$ cat src/design/dsdg_pkg.sv
`timescale 1ns / 1ps

package dsdg_pkg;

    // widths fixed by the stream and config formats
    localparam int HP_W             = 24;
    localparam int TICK_OUT_W       = 32;
    localparam int S_TDATA_W        = 32;
    localparam int S_TUSER_W        = 3;
    localparam int M_TDATA_W        = 40;
    localparam int CFG_ADDR_W       = 2;
    localparam int CFG_DATA_W       = 1;

    localparam int PERIOD_WIDTH_DEF = 24;
    localparam int TICK_WIDTH_DEF   = 32;

    // register indexes on the config port
    localparam logic [CFG_ADDR_W-1:0] CFG_PAN_DIR_POL  = 2'd0;
    localparam logic [CFG_ADDR_W-1:0] CFG_TILT_DIR_POL = 2'd1;
    localparam logic [CFG_ADDR_W-1:0] CFG_OUTPUT_EN    = 2'd2;

    typedef enum logic [1:0] {
        ACT_TICK    = 2'd0,
        ACT_SPEED   = 2'd1,
        ACT_STOP    = 2'd2,
        ACT_INVALID = 2'd3
    } t_action;

    typedef enum logic [2:0] {
        OP_HOLD,
        OP_STEP,
        OP_LOAD,
        OP_STOP,
        OP_CLEAR
    } t_axis_op;

    typedef struct packed {
        t_axis_op op;
        logic     dir_lvl;   // wanted DIR pin level, polarity already applied
    } t_axis_cmd;

    typedef struct packed {
        logic step;
        logic dir;
        logic wr;
    } t_axis_pins;

endpackage

$ cat src/design/dual_axis_step_dir_generator.sv
`timescale 1ns / 1ps

// Channel   Dir  Signals                         Contents (lowest bit first)
// s_axis    in   tvalid tready tdata[31:0]       half_period[23:0] forward[24] zeros
//                tuser[2:0]                      action[1:0] axis[2]
// m_axis    out  tvalid tready tdata[39:0]       pan_step pan_dir tilt_step tilt_dir
//                                                pins_written tick_count[36:5] zeros
// cfg       in   i_cfg_wr_en i_cfg_addr i_cfg_wdata  0 pan pol, 1 tilt pol, 2 output enable
//
// One item per cycle unless m_axis stalls: an input register, then one pass of
// axis logic that updates state and loads the result register. Synchronous
// active-low reset clears valid flags, counters, config and axis state;
// polarities and output enable come out of reset at 1. A stalled m_axis holds
// the result register; s_axis keeps accepting while the input register can move on.

module dual_axis_step_dir_generator #(
    parameter int PERIOD_WIDTH = dsdg_pkg::PERIOD_WIDTH_DEF,
    parameter int TICK_WIDTH   = dsdg_pkg::TICK_WIDTH_DEF
) (
    input  logic                              i_clk,
    input  logic                              i_rst_n,
    // s_axis tdata: half_period[23:0], forward[24], zero pad
    input  logic                              s_axis_tvalid,
    output logic                              s_axis_tready,
    input  logic [dsdg_pkg::S_TDATA_W-1:0]    s_axis_tdata,
    // s_axis tuser: action[1:0], axis[2]
    input  logic [dsdg_pkg::S_TUSER_W-1:0]    s_axis_tuser,
    // m_axis tdata: pan_step[0], pan_dir[1], tilt_step[2], tilt_dir[3],
    // pins_written[4], tick_count[36:5], zero pad
    output logic                              m_axis_tvalid,
    input  logic                              m_axis_tready,
    output logic [dsdg_pkg::M_TDATA_W-1:0]    m_axis_tdata,
    input  logic                              i_cfg_wr_en,
    input  logic [dsdg_pkg::CFG_ADDR_W-1:0]   i_cfg_addr,
    input  logic [dsdg_pkg::CFG_DATA_W-1:0]   i_cfg_wdata
);
    import dsdg_pkg::*;

    // config registers
    logic [1:0] r_dir_pol;
    logic       r_out_en;

    // input register
    logic            r_in_valid;
    t_action         r_in_action;
    logic            r_in_axis;
    logic [HP_W-1:0] r_in_hp;
    logic            r_in_fwd;

    // shared state
    logic [TICK_WIDTH-1:0] r_tick, n_tick;
    logic                  r_running, n_running;

    // result register
    logic                  r_out_valid;
    logic [M_TDATA_W-1:0]  r_out_data;

    logic                    w_advance;
    logic                    w_fire;
    logic [PERIOD_WIDTH-1:0] w_period;
    logic [TICK_OUT_W-1:0]   w_tick_out;
    t_axis_cmd               w_cmd  [2];
    t_axis_pins              w_pins [2];

    // result register frees up when empty or being taken
    assign w_advance     = !r_out_valid || m_axis_tready;
    assign w_fire        = r_in_valid && w_advance;
    assign s_axis_tready = !r_in_valid || w_advance;

    always_ff @(posedge i_clk) begin
        if (!i_rst_n) begin
            r_dir_pol <= 2'b11;
            r_out_en  <= 1'b1;
        end else if (i_cfg_wr_en) begin
            case (i_cfg_addr)
                CFG_PAN_DIR_POL:  r_dir_pol[0] <= i_cfg_wdata[0];
                CFG_TILT_DIR_POL: r_dir_pol[1] <= i_cfg_wdata[0];
                CFG_OUTPUT_EN:    r_out_en     <= i_cfg_wdata[0];
                default: begin
                end
            endcase
        end
    end

    always_ff @(posedge i_clk) begin
        if (!i_rst_n) begin
            r_in_valid <= 1'b0;
        end else if (s_axis_tready) begin
            r_in_valid <= s_axis_tvalid;
        end
    end

    always_ff @(posedge i_clk) begin
        if (s_axis_tvalid && s_axis_tready) begin
            r_in_action <= t_action'(s_axis_tuser[1:0]);
            r_in_axis   <= s_axis_tuser[2];
            r_in_hp     <= s_axis_tdata[HP_W-1:0];
            r_in_fwd    <= s_axis_tdata[HP_W];
        end
    end

    // half period brought to the internal period width
    generate
        if (PERIOD_WIDTH > HP_W) begin : g_hp_ext
            assign w_period = {{(PERIOD_WIDTH-HP_W){1'b0}}, r_in_hp};
        end else begin : g_hp_trunc
            assign w_period = r_in_hp[PERIOD_WIDTH-1:0];
        end
    endgenerate

    // per-axis command for this item
    always_comb begin
        for (int k = 0; k < 2; k++) begin
            w_cmd[k].dir_lvl = r_dir_pol[k] ? r_in_fwd : ~r_in_fwd;
            case (r_in_action)
                ACT_TICK:    w_cmd[k].op = (r_running && r_out_en) ? OP_STEP : OP_HOLD;
                ACT_SPEED:   w_cmd[k].op = (r_in_axis == 1'(k)) ? OP_LOAD : OP_HOLD;
                ACT_STOP:    w_cmd[k].op = OP_STOP;
                ACT_INVALID: w_cmd[k].op = OP_CLEAR;
                default:     w_cmd[k].op = OP_HOLD;
            endcase
        end
    end

    always_comb begin
        n_tick    = r_tick;
        n_running = r_running;
        case (r_in_action)
            ACT_TICK:    n_tick    = r_tick + 1'b1;
            ACT_SPEED:   n_running = 1'b1;
            ACT_STOP:    n_running = 1'b0;
            ACT_INVALID: n_running = 1'b0;
            default: begin
            end
        endcase
    end

    generate
        for (genvar k = 0; k < 2; k++) begin : g_axis
            dsdg_axis #(
                .PERIOD_WIDTH (PERIOD_WIDTH)
            ) u_axis (
                .i_clk    (i_clk),
                .i_rst_n  (i_rst_n),
                .i_apply  (w_fire),
                .i_cmd    (w_cmd[k]),
                .i_period (w_period),
                .o_pins   (w_pins[k])
            );
        end
    endgenerate

    // reported tick count is the low 32 bits of the counter
    generate
        if (TICK_WIDTH >= TICK_OUT_W) begin : g_tick_trunc
            assign w_tick_out = n_tick[TICK_OUT_W-1:0];
        end else begin : g_tick_ext
            assign w_tick_out = {{(TICK_OUT_W-TICK_WIDTH){1'b0}}, n_tick};
        end
    endgenerate

    always_ff @(posedge i_clk) begin
        if (!i_rst_n) begin
            r_tick    <= '0;
            r_running <= 1'b0;
        end else if (w_fire) begin
            r_tick    <= n_tick;
            r_running <= n_running;
        end
    end

    always_ff @(posedge i_clk) begin
        if (!i_rst_n) begin
            r_out_valid <= 1'b0;
        end else if (w_advance) begin
            r_out_valid <= r_in_valid;
        end
    end

    always_ff @(posedge i_clk) begin
        if (w_fire) begin
            r_out_data <= {3'b000, w_tick_out,
                           w_pins[0].wr | w_pins[1].wr,
                           w_pins[1].dir, w_pins[1].step,
                           w_pins[0].dir, w_pins[0].step};
        end
    end

    assign m_axis_tvalid = r_out_valid;
    assign m_axis_tdata  = r_out_data;

endmodule

$ cat src/design/dsdg_axis.sv
`timescale 1ns / 1ps

module dsdg_axis #(
    parameter int PERIOD_WIDTH = dsdg_pkg::PERIOD_WIDTH_DEF
) (
    input  logic                    i_clk,
    input  logic                    i_rst_n,
    input  logic                    i_apply,
    input  dsdg_pkg::t_axis_cmd     i_cmd,
    input  logic [PERIOD_WIDTH-1:0] i_period,
    output dsdg_pkg::t_axis_pins    o_pins
);
    import dsdg_pkg::*;

    logic [PERIOD_WIDTH-1:0] r_period, n_period;
    logic [PERIOD_WIDTH-1:0] r_acc, n_acc;
    logic                    r_step, n_step;
    logic                    r_wanted, n_wanted;
    logic                    r_pending, n_pending;
    logic                    r_level, n_level;
    logic                    w_wr;

    always_comb begin
        logic [PERIOD_WIDTH-1:0] base;
        logic [PERIOD_WIDTH-1:0] inc;
        logic                    step_b;
        n_period  = r_period;
        n_acc     = r_acc;
        n_step    = r_step;
        n_wanted  = r_wanted;
        n_pending = r_pending;
        n_level   = r_level;
        w_wr      = 1'b0;
        base      = r_acc;
        step_b    = r_step;
        inc       = '0;
        case (i_cmd.op)
            OP_STEP: begin
                if (r_period == '0) begin
                    w_wr   = r_step;
                    n_step = 1'b0;
                    n_acc  = '0;
                end else begin
                    // direction change: STEP low and restart the count first
                    if (r_pending) begin
                        base      = '0;
                        step_b    = 1'b0;
                        n_pending = 1'b0;
                        n_level   = r_wanted;
                        w_wr      = 1'b1;
                    end
                    inc = base + 1'b1;
                    if (inc >= r_period) begin
                        n_acc  = inc - r_period;
                        n_step = ~step_b;
                        w_wr   = 1'b1;
                    end else begin
                        n_acc  = inc;
                        n_step = step_b;
                    end
                end
            end
            OP_LOAD: begin
                n_period = i_period;
                if (i_period != '0 && i_cmd.dir_lvl != r_wanted) begin
                    n_wanted  = i_cmd.dir_lvl;
                    n_pending = 1'b1;
                end
            end
            OP_STOP: begin
                n_period  = '0;
                n_acc     = '0;
                n_step    = 1'b0;
                n_wanted  = 1'b0;
                n_pending = 1'b0;
                n_level   = 1'b0;
                w_wr      = 1'b1;
            end
            OP_CLEAR: begin
                n_period = '0;
            end
            default: begin
            end
        endcase
    end

    always_ff @(posedge i_clk) begin
        if (!i_rst_n) begin
            r_period  <= '0;
            r_acc     <= '0;
            r_step    <= 1'b0;
            r_wanted  <= 1'b0;
            r_pending <= 1'b0;
            r_level   <= 1'b0;
        end else if (i_apply) begin
            r_period  <= n_period;
            r_acc     <= n_acc;
            r_step    <= n_step;
            r_wanted  <= n_wanted;
            r_pending <= n_pending;
            r_level   <= n_level;
        end
    end

    assign o_pins.step = n_step;
    assign o_pins.dir  = n_level;
    assign o_pins.wr   = w_wr;

endmodule

$ cat config.mk
export PLATFORM = sky130hd
export DESIGN_NAME = dual_axis_step_dir_generator
export DESIGN_NICKNAME = d
export VERILOG_FILES = /design/src/design/dsdg_pkg.sv /design/src/design/dual_axis_step_dir_generator.sv /design/src/design/dsdg_axis.sv
export SDC_FILE = /design/constraint.sdc
export NUM_CORES = 1
export LEC_CHECK = 0
export ABC_AREA = 0
export BUFFER_PORTS_ARGS = -buffer_cell sky130_fd_sc_hd__buf_2
export CORE_MARGIN = 8
export CORE_UTILIZATION = 45
export CTS_CLUSTER_DIAMETER = 40
export DETAILED_ROUTE_END_ITERATION = 16
export HOLD_SLACK_MARGIN = 0.06
export SETUP_SLACK_MARGIN = 0.3
export SYNTH_ARGS = -nofsm -noshare
export SYNTH_HDL_FRONTEND = slang
export SYNTH_SLANG_ARGS = --single-unit
$ cat constraint.sdc
create_clock -name i_clk -period 7.3 [get_ports i_clk]
set_clock_uncertainty 0.05 [all_clocks]
set_input_delay 2.19 -clock i_clk [delete_from_list [all_inputs] [get_ports i_clk]]
set_output_delay 2.19 -clock i_clk [all_outputs]
set_load 0.005 [all_outputs]
### After elaboration in Yosys (flattened, before gate mapping)

Cells that the tools add are included.

* register bits after elaboration: 207
* input port bits: 43
* output and inout bits: 42
* logic and storage cells: 151

* add/sub/neg operators: 5
* $lt $le $gt $ge: 2
* eq/ne operators: 19
* muxes and demuxes: 59
* bitwise operators: 4
* reductions and logical operators: 38

Operators by type and width (count)
* 24-bit two-way mux: 10
* 24-bit one-hot mux with 2 select lines: 4
* 24-bit by 1-bit adder with 24-bit output (second input constant): 2
* 24-bit >= comparator: 2
* 24-bit zero test: 2
* 24-bit subtractor: 2
* 32-bit by 1-bit adder with 32-bit output (second input constant): 1
* 32-bit two-way mux: 1
* 1-bit two-way mux: 29
* 3-bit one-hot mux with 4 select lines: 2
* 24-bit nonzero test: 1
* 1-bit one-hot mux with 2 select lines: 9
* 2-bit AND reduction: 8
* 2-bit nonzero test: 7
* 3-bit by 2-bit equality test with 1-bit output (second input constant): 4
* 4-bit AND reduction: 2
* 2-bit equality test (second input constant): 3
* 3-bit by 1-bit equality test with 1-bit output (second input constant): 2
* 3-bit equality test (second input constant): 2
* 1-bit one-hot mux with 3 select lines: 2
* 3-bit AND reduction: 2
* 3-bit nonzero test: 2
* 2-bit OR reduction: 3
* 1-bit logical AND: 5
* 10 further kinds: 20

### Logic depth before layout (Yosys ltp)

* word-level depth: 11
* gate-level depth with buffers: 21
* mapped depth without buffers: 17

### Modules after synthesis

Synthesis repeated with hierarchy kept, for this count alone.

* cell total of the unflattened synthesis: 1542
* area, all modules: 12869.8 um^2

By module, submodules not included
* dsdg_axis: instances 2, cells each 579, area an instance 4196.5 um^2, seq. area each 1041.0 um^2
* dual_axis_step_dir_generator: instances 1, cells each 384, area an instance 4476.8 um^2, seq. area each 2712.6 um^2

### Worst setup path before layout

Ideal clock, no wire load.

* path type: input to output
* start: in m_axis_tready
* end: out s_axis_tready
* data arrival time: 2.457 ns
* required time: 5.060 ns
* path slack: 2.603 ns
* stages on the path: 2
* path buffers: 0
* cell sequence: nor2b_1 -> nand2_1

* longest elaborated chain between the ends: 2

Ends and longest elaborated chain
* start: declaration: line dual_axis_step_dir_generator.sv:31 `input logic m_axis_tready,`
* 1-bit logical OR: line dual_axis_step_dir_generator.sv:66 `assign w_advance = !r_out_valid || m_axis_tready;`
* 1-bit logical OR: line dual_axis_step_dir_generator.sv:68 `assign s_axis_tready = !r_in_valid || w_advance;`
* end: declaration: line dual_axis_step_dir_generator.sv:24 `output logic s_axis_tready,`

No other way between the ends.

### Worst setup path after layout

* start: reg g_axis[0].u_axis.r_pending
* end: reg g_axis[0].u_axis.r_acc[20]

* longest elaborated chain between the ends: 8
* elaborated cells between the ends (all ways): 9
* classes of those cells: add/sub: 2; order compare: 1; mux: 6

Ends and longest elaborated chain
* start: declaration: line dsdg_axis.sv:19 `logic r_pending, n_pending;`
* start signal: assignment: line dsdg_axis.sv:100 `r_pending <= n_pending;`
* 24-bit two-way mux (*): line dsdg_axis.sv:45 `if (r_pending) begin`
* 24-bit two-way mux (*): line dsdg_axis.sv:39 `if (r_period == '0) begin`
* 24-bit two-way mux (*): line dsdg_axis.sv:37 `case (i_cmd.op)`
* 24-bit by 1-bit adder with 24-bit output (*): line dsdg_axis.sv:52 `inc = base + 1'b1;`
* 24-bit subtractor or 24-bit >= comparator (tied branches): line dsdg_axis.sv:54, dsdg_axis.sv:53
* 24-bit two-way mux (*): line dsdg_axis.sv:53 `if (inc >= r_period) begin`
* 24-bit two-way mux (*): line dsdg_axis.sv:39
* 24-bit one-hot mux with 2 select lines (*): line dsdg_axis.sv:37
* end signal: assignment: line dsdg_axis.sv:97 `r_acc <= n_acc;`
* end: declaration: line dsdg_axis.sv:16 `logic [PERIOD_WIDTH-1:0] r_acc, n_acc;`

Every way passes the cells marked *; elsewhere a longest branch is shown, timed or not. The select of a mux whose other input is x is not followed.
A chain may end at the register's enable or synchronous reset.

==> parameters.txt <==
Parameter                              Value

Worst setup path
  Crit end category    register
  Largest stage delay on the critical path    540 ps
  Beginning of the worst register-to-register path    g_axis[0].u_axis.r_pending
  Endpoint of the worst-slack reg-to-reg timing path    g_axis[0].u_axis.r_acc[20]
  Crit path max fanout    18
  Max stage delay cell, worst path    dfxtp_1
  Data arrival at the endpoint of the critical path    5470 ps
  Critical path cell sequence    buf_4 > nand4b_4 > or4_1 > nor3_1 > nand2_1 > xnor2_1 > ha_1 > and3_1 > a311oi_1 > nand2_1 > o2111ai_2 > nand2_2 > nand2_1 > o221ai_1
  Crit path buffers/inverters    1
  Crit Path Category    reg -> reg
  CP most frequent cell    nand2_1
  Type of element launching the critical path    register
  Cell depth of the worst flop-to-flop path    14
  WP data required    7620 ps
  Dominant delay contributor by cell family on the critical path    simple AND/OR/NAND/NOR gates
  Worst reg-to-reg setup slack    2160 ps

Layout
  # diodes    0
  Final non-filler cell total    1,884
  Total area of sequential cells    4790 µm²
  Fraction of final layout cells with drive strength greater than 1    11.4%
  Filler Cell Count    2,534
  Multi-input logic area    7180 µm²
  Area growth, synth to finish    15.4%
  Net count of the finished layout    1,574
  Highest-count cells in the layout ignoring fill and taps    142 x dfxtp_1, 128 x nand2_1, 87 x xnor2_1, 86 x a21oi_1, 84 x o21ai_0
  Most common cell after layout, fill and taps aside    dfxtp_1

Route
  Final routed DRC violation total    0
  Detailed-route wire length    31,100 µm
  Average vias per placed instance    5.44
  Remaining antenna violation count    0
  Pre-Repair DR Iteration Count    5
  Count of routing violations after the opening detailed-route iteration    751
  Vias after detailed routing    10,256
  Drt wl/cell    16.5 µm

Timing
  Setup TNS    0 ps
  Slew at the pin closest to its max-slew limit    1070 ps
  Final number of max-transition violations    0
  # setup viols final    0
  Number of endpoints with negative hold slack in the final report    0
  Ratio of final minimum period to clock period    70.5%
  Maximum achievable frequency    0.194 GHz
  Shortest clock period the worst path allows after layout    5140 ps
  Max-Slew Margin vs Limit    28.5%
  Setup repair after global routing missed its margin    false

Clock tree
  Number of sinks on the clock net    207
  Clock Pin Slew Worst Setup and Hold Paths    50 ps
  Number of cells upsized or downsized after cts    0
  Number of clock buffers inserted by TritonCTS    36
  Clock root buffer master    clkbuf_16
  Total setup buffers inserted after CTS    0
  TritonCTS clock tree    yes
  Total of hold buffers inserted after clock tree synthesis    0
  Clk Latency, worst-skew pair    520 ps
  Maximum number of buffers from clock root to sink    3
  Level count of the clock H-tree    2

Logic synthesis
  Warnings from Yosys    0
  Proportion of netlist area held by the largest area contributor    22.8%
  Synth Register Bits    207
  Area of the mapped netlist    12,500 µm²
  Average instance area after synthesis    8.80 µm²
  Netlist cell types    82
  Post-synth EDFFs    65
  Async set-reset flop share out of synthesis    0%
  Main synth FF type    dfxtp_1
  Main area contributors after synthesis    dfxtp_1 23%, edfxtp_1 16%, xnor2_1 6.1%, ha_1 5.1%, nand2_1 3.8%
  Cells after Synth    1,419
  Largest area contributor in the netlist    dfxtp_1
  Sequential element share of the synthesized area    38.4%

Power
  Total leakage power    5.56 nW
  Highest ir drop seen on vdd    0.000170 V
  Cell Pwr Density    229 nW/µm²

GRT
  Initial antenna violation count    0
  Remaining global-route overflow    0
  Wire length of the first global-routing pass    50,000 µm
  Maximum number of pins on one net before global-route repair    77
  Overall routing resource usage    18.3%
  Via count of the first global-routing pass    9,631

Floorplanning
  Number of top-level design ports    85
  Die width    183 µm
  Height of the chip    183 µm
  Rows    61
  Initial Utilization    45.3%
  Die Area    33,300 µm²
  Core Area    27,600 µm²

Hold path
  Count of cells along the worst hold path    2
  Endpoint with the worst hold slack    g_axis[0].u_axis.r_acc[23]
  Worst min-delay path startpoint    g_axis[0].u_axis.r_acc[23]
  Hold WC Path Type    reg -> reg

Place
  Number of placed cells counting well taps    1,818
  HPWL Detailed    22,600 µm
  Number of buffers inserted by port buffering    74
  Weighted congestion reported at the end of routability-driven placement    0.873

Job
  Max-cap violations    0

Outcome
  Run status    finished, final reports clean
-- registers in the layout, indices dropped and copies added (netlist names) --
register and cells:
g_axis.u_axis.r_acc 48, g_axis.u_axis.r_period 48, m_axis_tdata 37, r_tick 32, r_in_hp 24, g_axis.u_axis.r_level 2
g_axis.u_axis.r_pending 2, g_axis.u_axis.r_step 2, g_axis.u_axis.r_wanted 2, r_dir_pol 2, r_in_action 2, m_axis_tvalid 1
r_in_axis 1, r_in_fwd 1, r_in_valid 1, r_out_en 1, r_running 1
-- kinds of logic (layout without fill, tap and decap cells) --
group	after synthesis	in the layout	synth area share [%]
compound gates	315	315	15.9
simple gates	549	549	24.2
flops	207	207	38.4
mux	34	34	2.73
xor+xnor	130	130	9.12
buf+inv	130	215	4.21
other cells	1	3	0.0300
fa+ha+maj	53	53	5.43
-- cells in the mapped netlist, types with 21 or more instances --
master      n
dfxtp_1   142
nand2_1   128
xnor2_1    87
a21oi_1    86
o21ai_0    85
nor2b_1    76
nor2_1     70
edfxtp_1   65
inv_1      64
ha_1       51
clkbuf_1   50
nand3_1    45
xor2_1     43
and2_1     34
mux2i_1    33
a22oi_1    32
nor3b_1    30
nor3_1     23
a21o_1     22
and3_1     21
nor4_1     21
or3_1      21
-- worst max-delay path by stage --
| stage | end | slack [ps] | depth (start not counted) | start |
|---|---|---|---|---|
| 2_1_floorplan | s_axis_tready | 2600 | 2 | m_axis_tready |
| 3_3_place_gp | g_axis[0].u_axis.r_acc[22] | 2240 | 10 | m_axis_tready |
| 3_5_place_dp | g_axis[0].u_axis.r_acc[22] | 2200 | 10 | m_axis_tready |
| 4_1_cts | g_axis[0].u_axis.r_acc[20] | 2240 | 14 | g_axis[0].u_axis.r_pending |
| 5_1_grt | g_axis[0].u_axis.r_acc[23] | 1810 | 14 | g_axis[0].u_axis.r_pending |
| 6_report | g_axis[0].u_axis.r_acc[20] | 2160 | 14 | g_axis[0].u_axis.r_pending |
-- power by group --
part	internal [mW]	switching (mW)	total, mW
clock network	1.12	0.628	1.75
logic	0.127	0.182	0.309
registers	1.22	0.0222	1.24
total	2.47	0.832	3.30
-- final cells by class --
type / count / share of cell area (%)
Tap cell: 378 / 3.28
Clock inverter: 24 / 2.07
Inverter: 64 / 1.67
Sequential cell: 207 / 33.3
Clock buffer: 42 / 6.76
Timing Repair Buffer: 85 / 3.14
Multi-Input combinational cell: 1084 / 49.8
-- metal layers --
metal / track usage, % / part of all wire [%] / up-vias
met4: 5.48 / 2.4 / 0
met1: 25.3 / 49 / 4800
met2: 28.7 / 44 / 214
li1: - / - / 5181
met5: 0 / 0 / -
met3: 3.14 / 5.0 / 61
-- worst reg2reg max path: stages (launching register included) --
cell	delay (ps)
dfxtp_1	540
buf_4	320
nand4b_4	200
or4_1	500
nor3_1	450
nand2_1	130
xnor2_1	290
ha_1	350
and3_1	220
a311oi_1	490
nand2_1	130
o2111ai_2	340
nand2_2	410
nand2_1	400
o221ai_1	170
-- metrics by stage --
step / util, % / setup WS [ps] / instance area (µm²) / power, mW / hold WS, ps
floorplan: - / 2600 / 12500 / 1.48 / 378
global placement: 47.7 / 2240 / 13100 / 1.57 / 394
detailed placement: 47.7 / 2200 / 13100 / 1.57 / 404
CTS: 52.3 / 2240 / 14400 / 3.33 / 417
global route: 52.3 / 1810 / 14400 / 3.42 / 456
finish: 52.3 / 2160 / 14400 / 3.30 / 417
No activity file was read; power rests on OpenSTA's default activity.
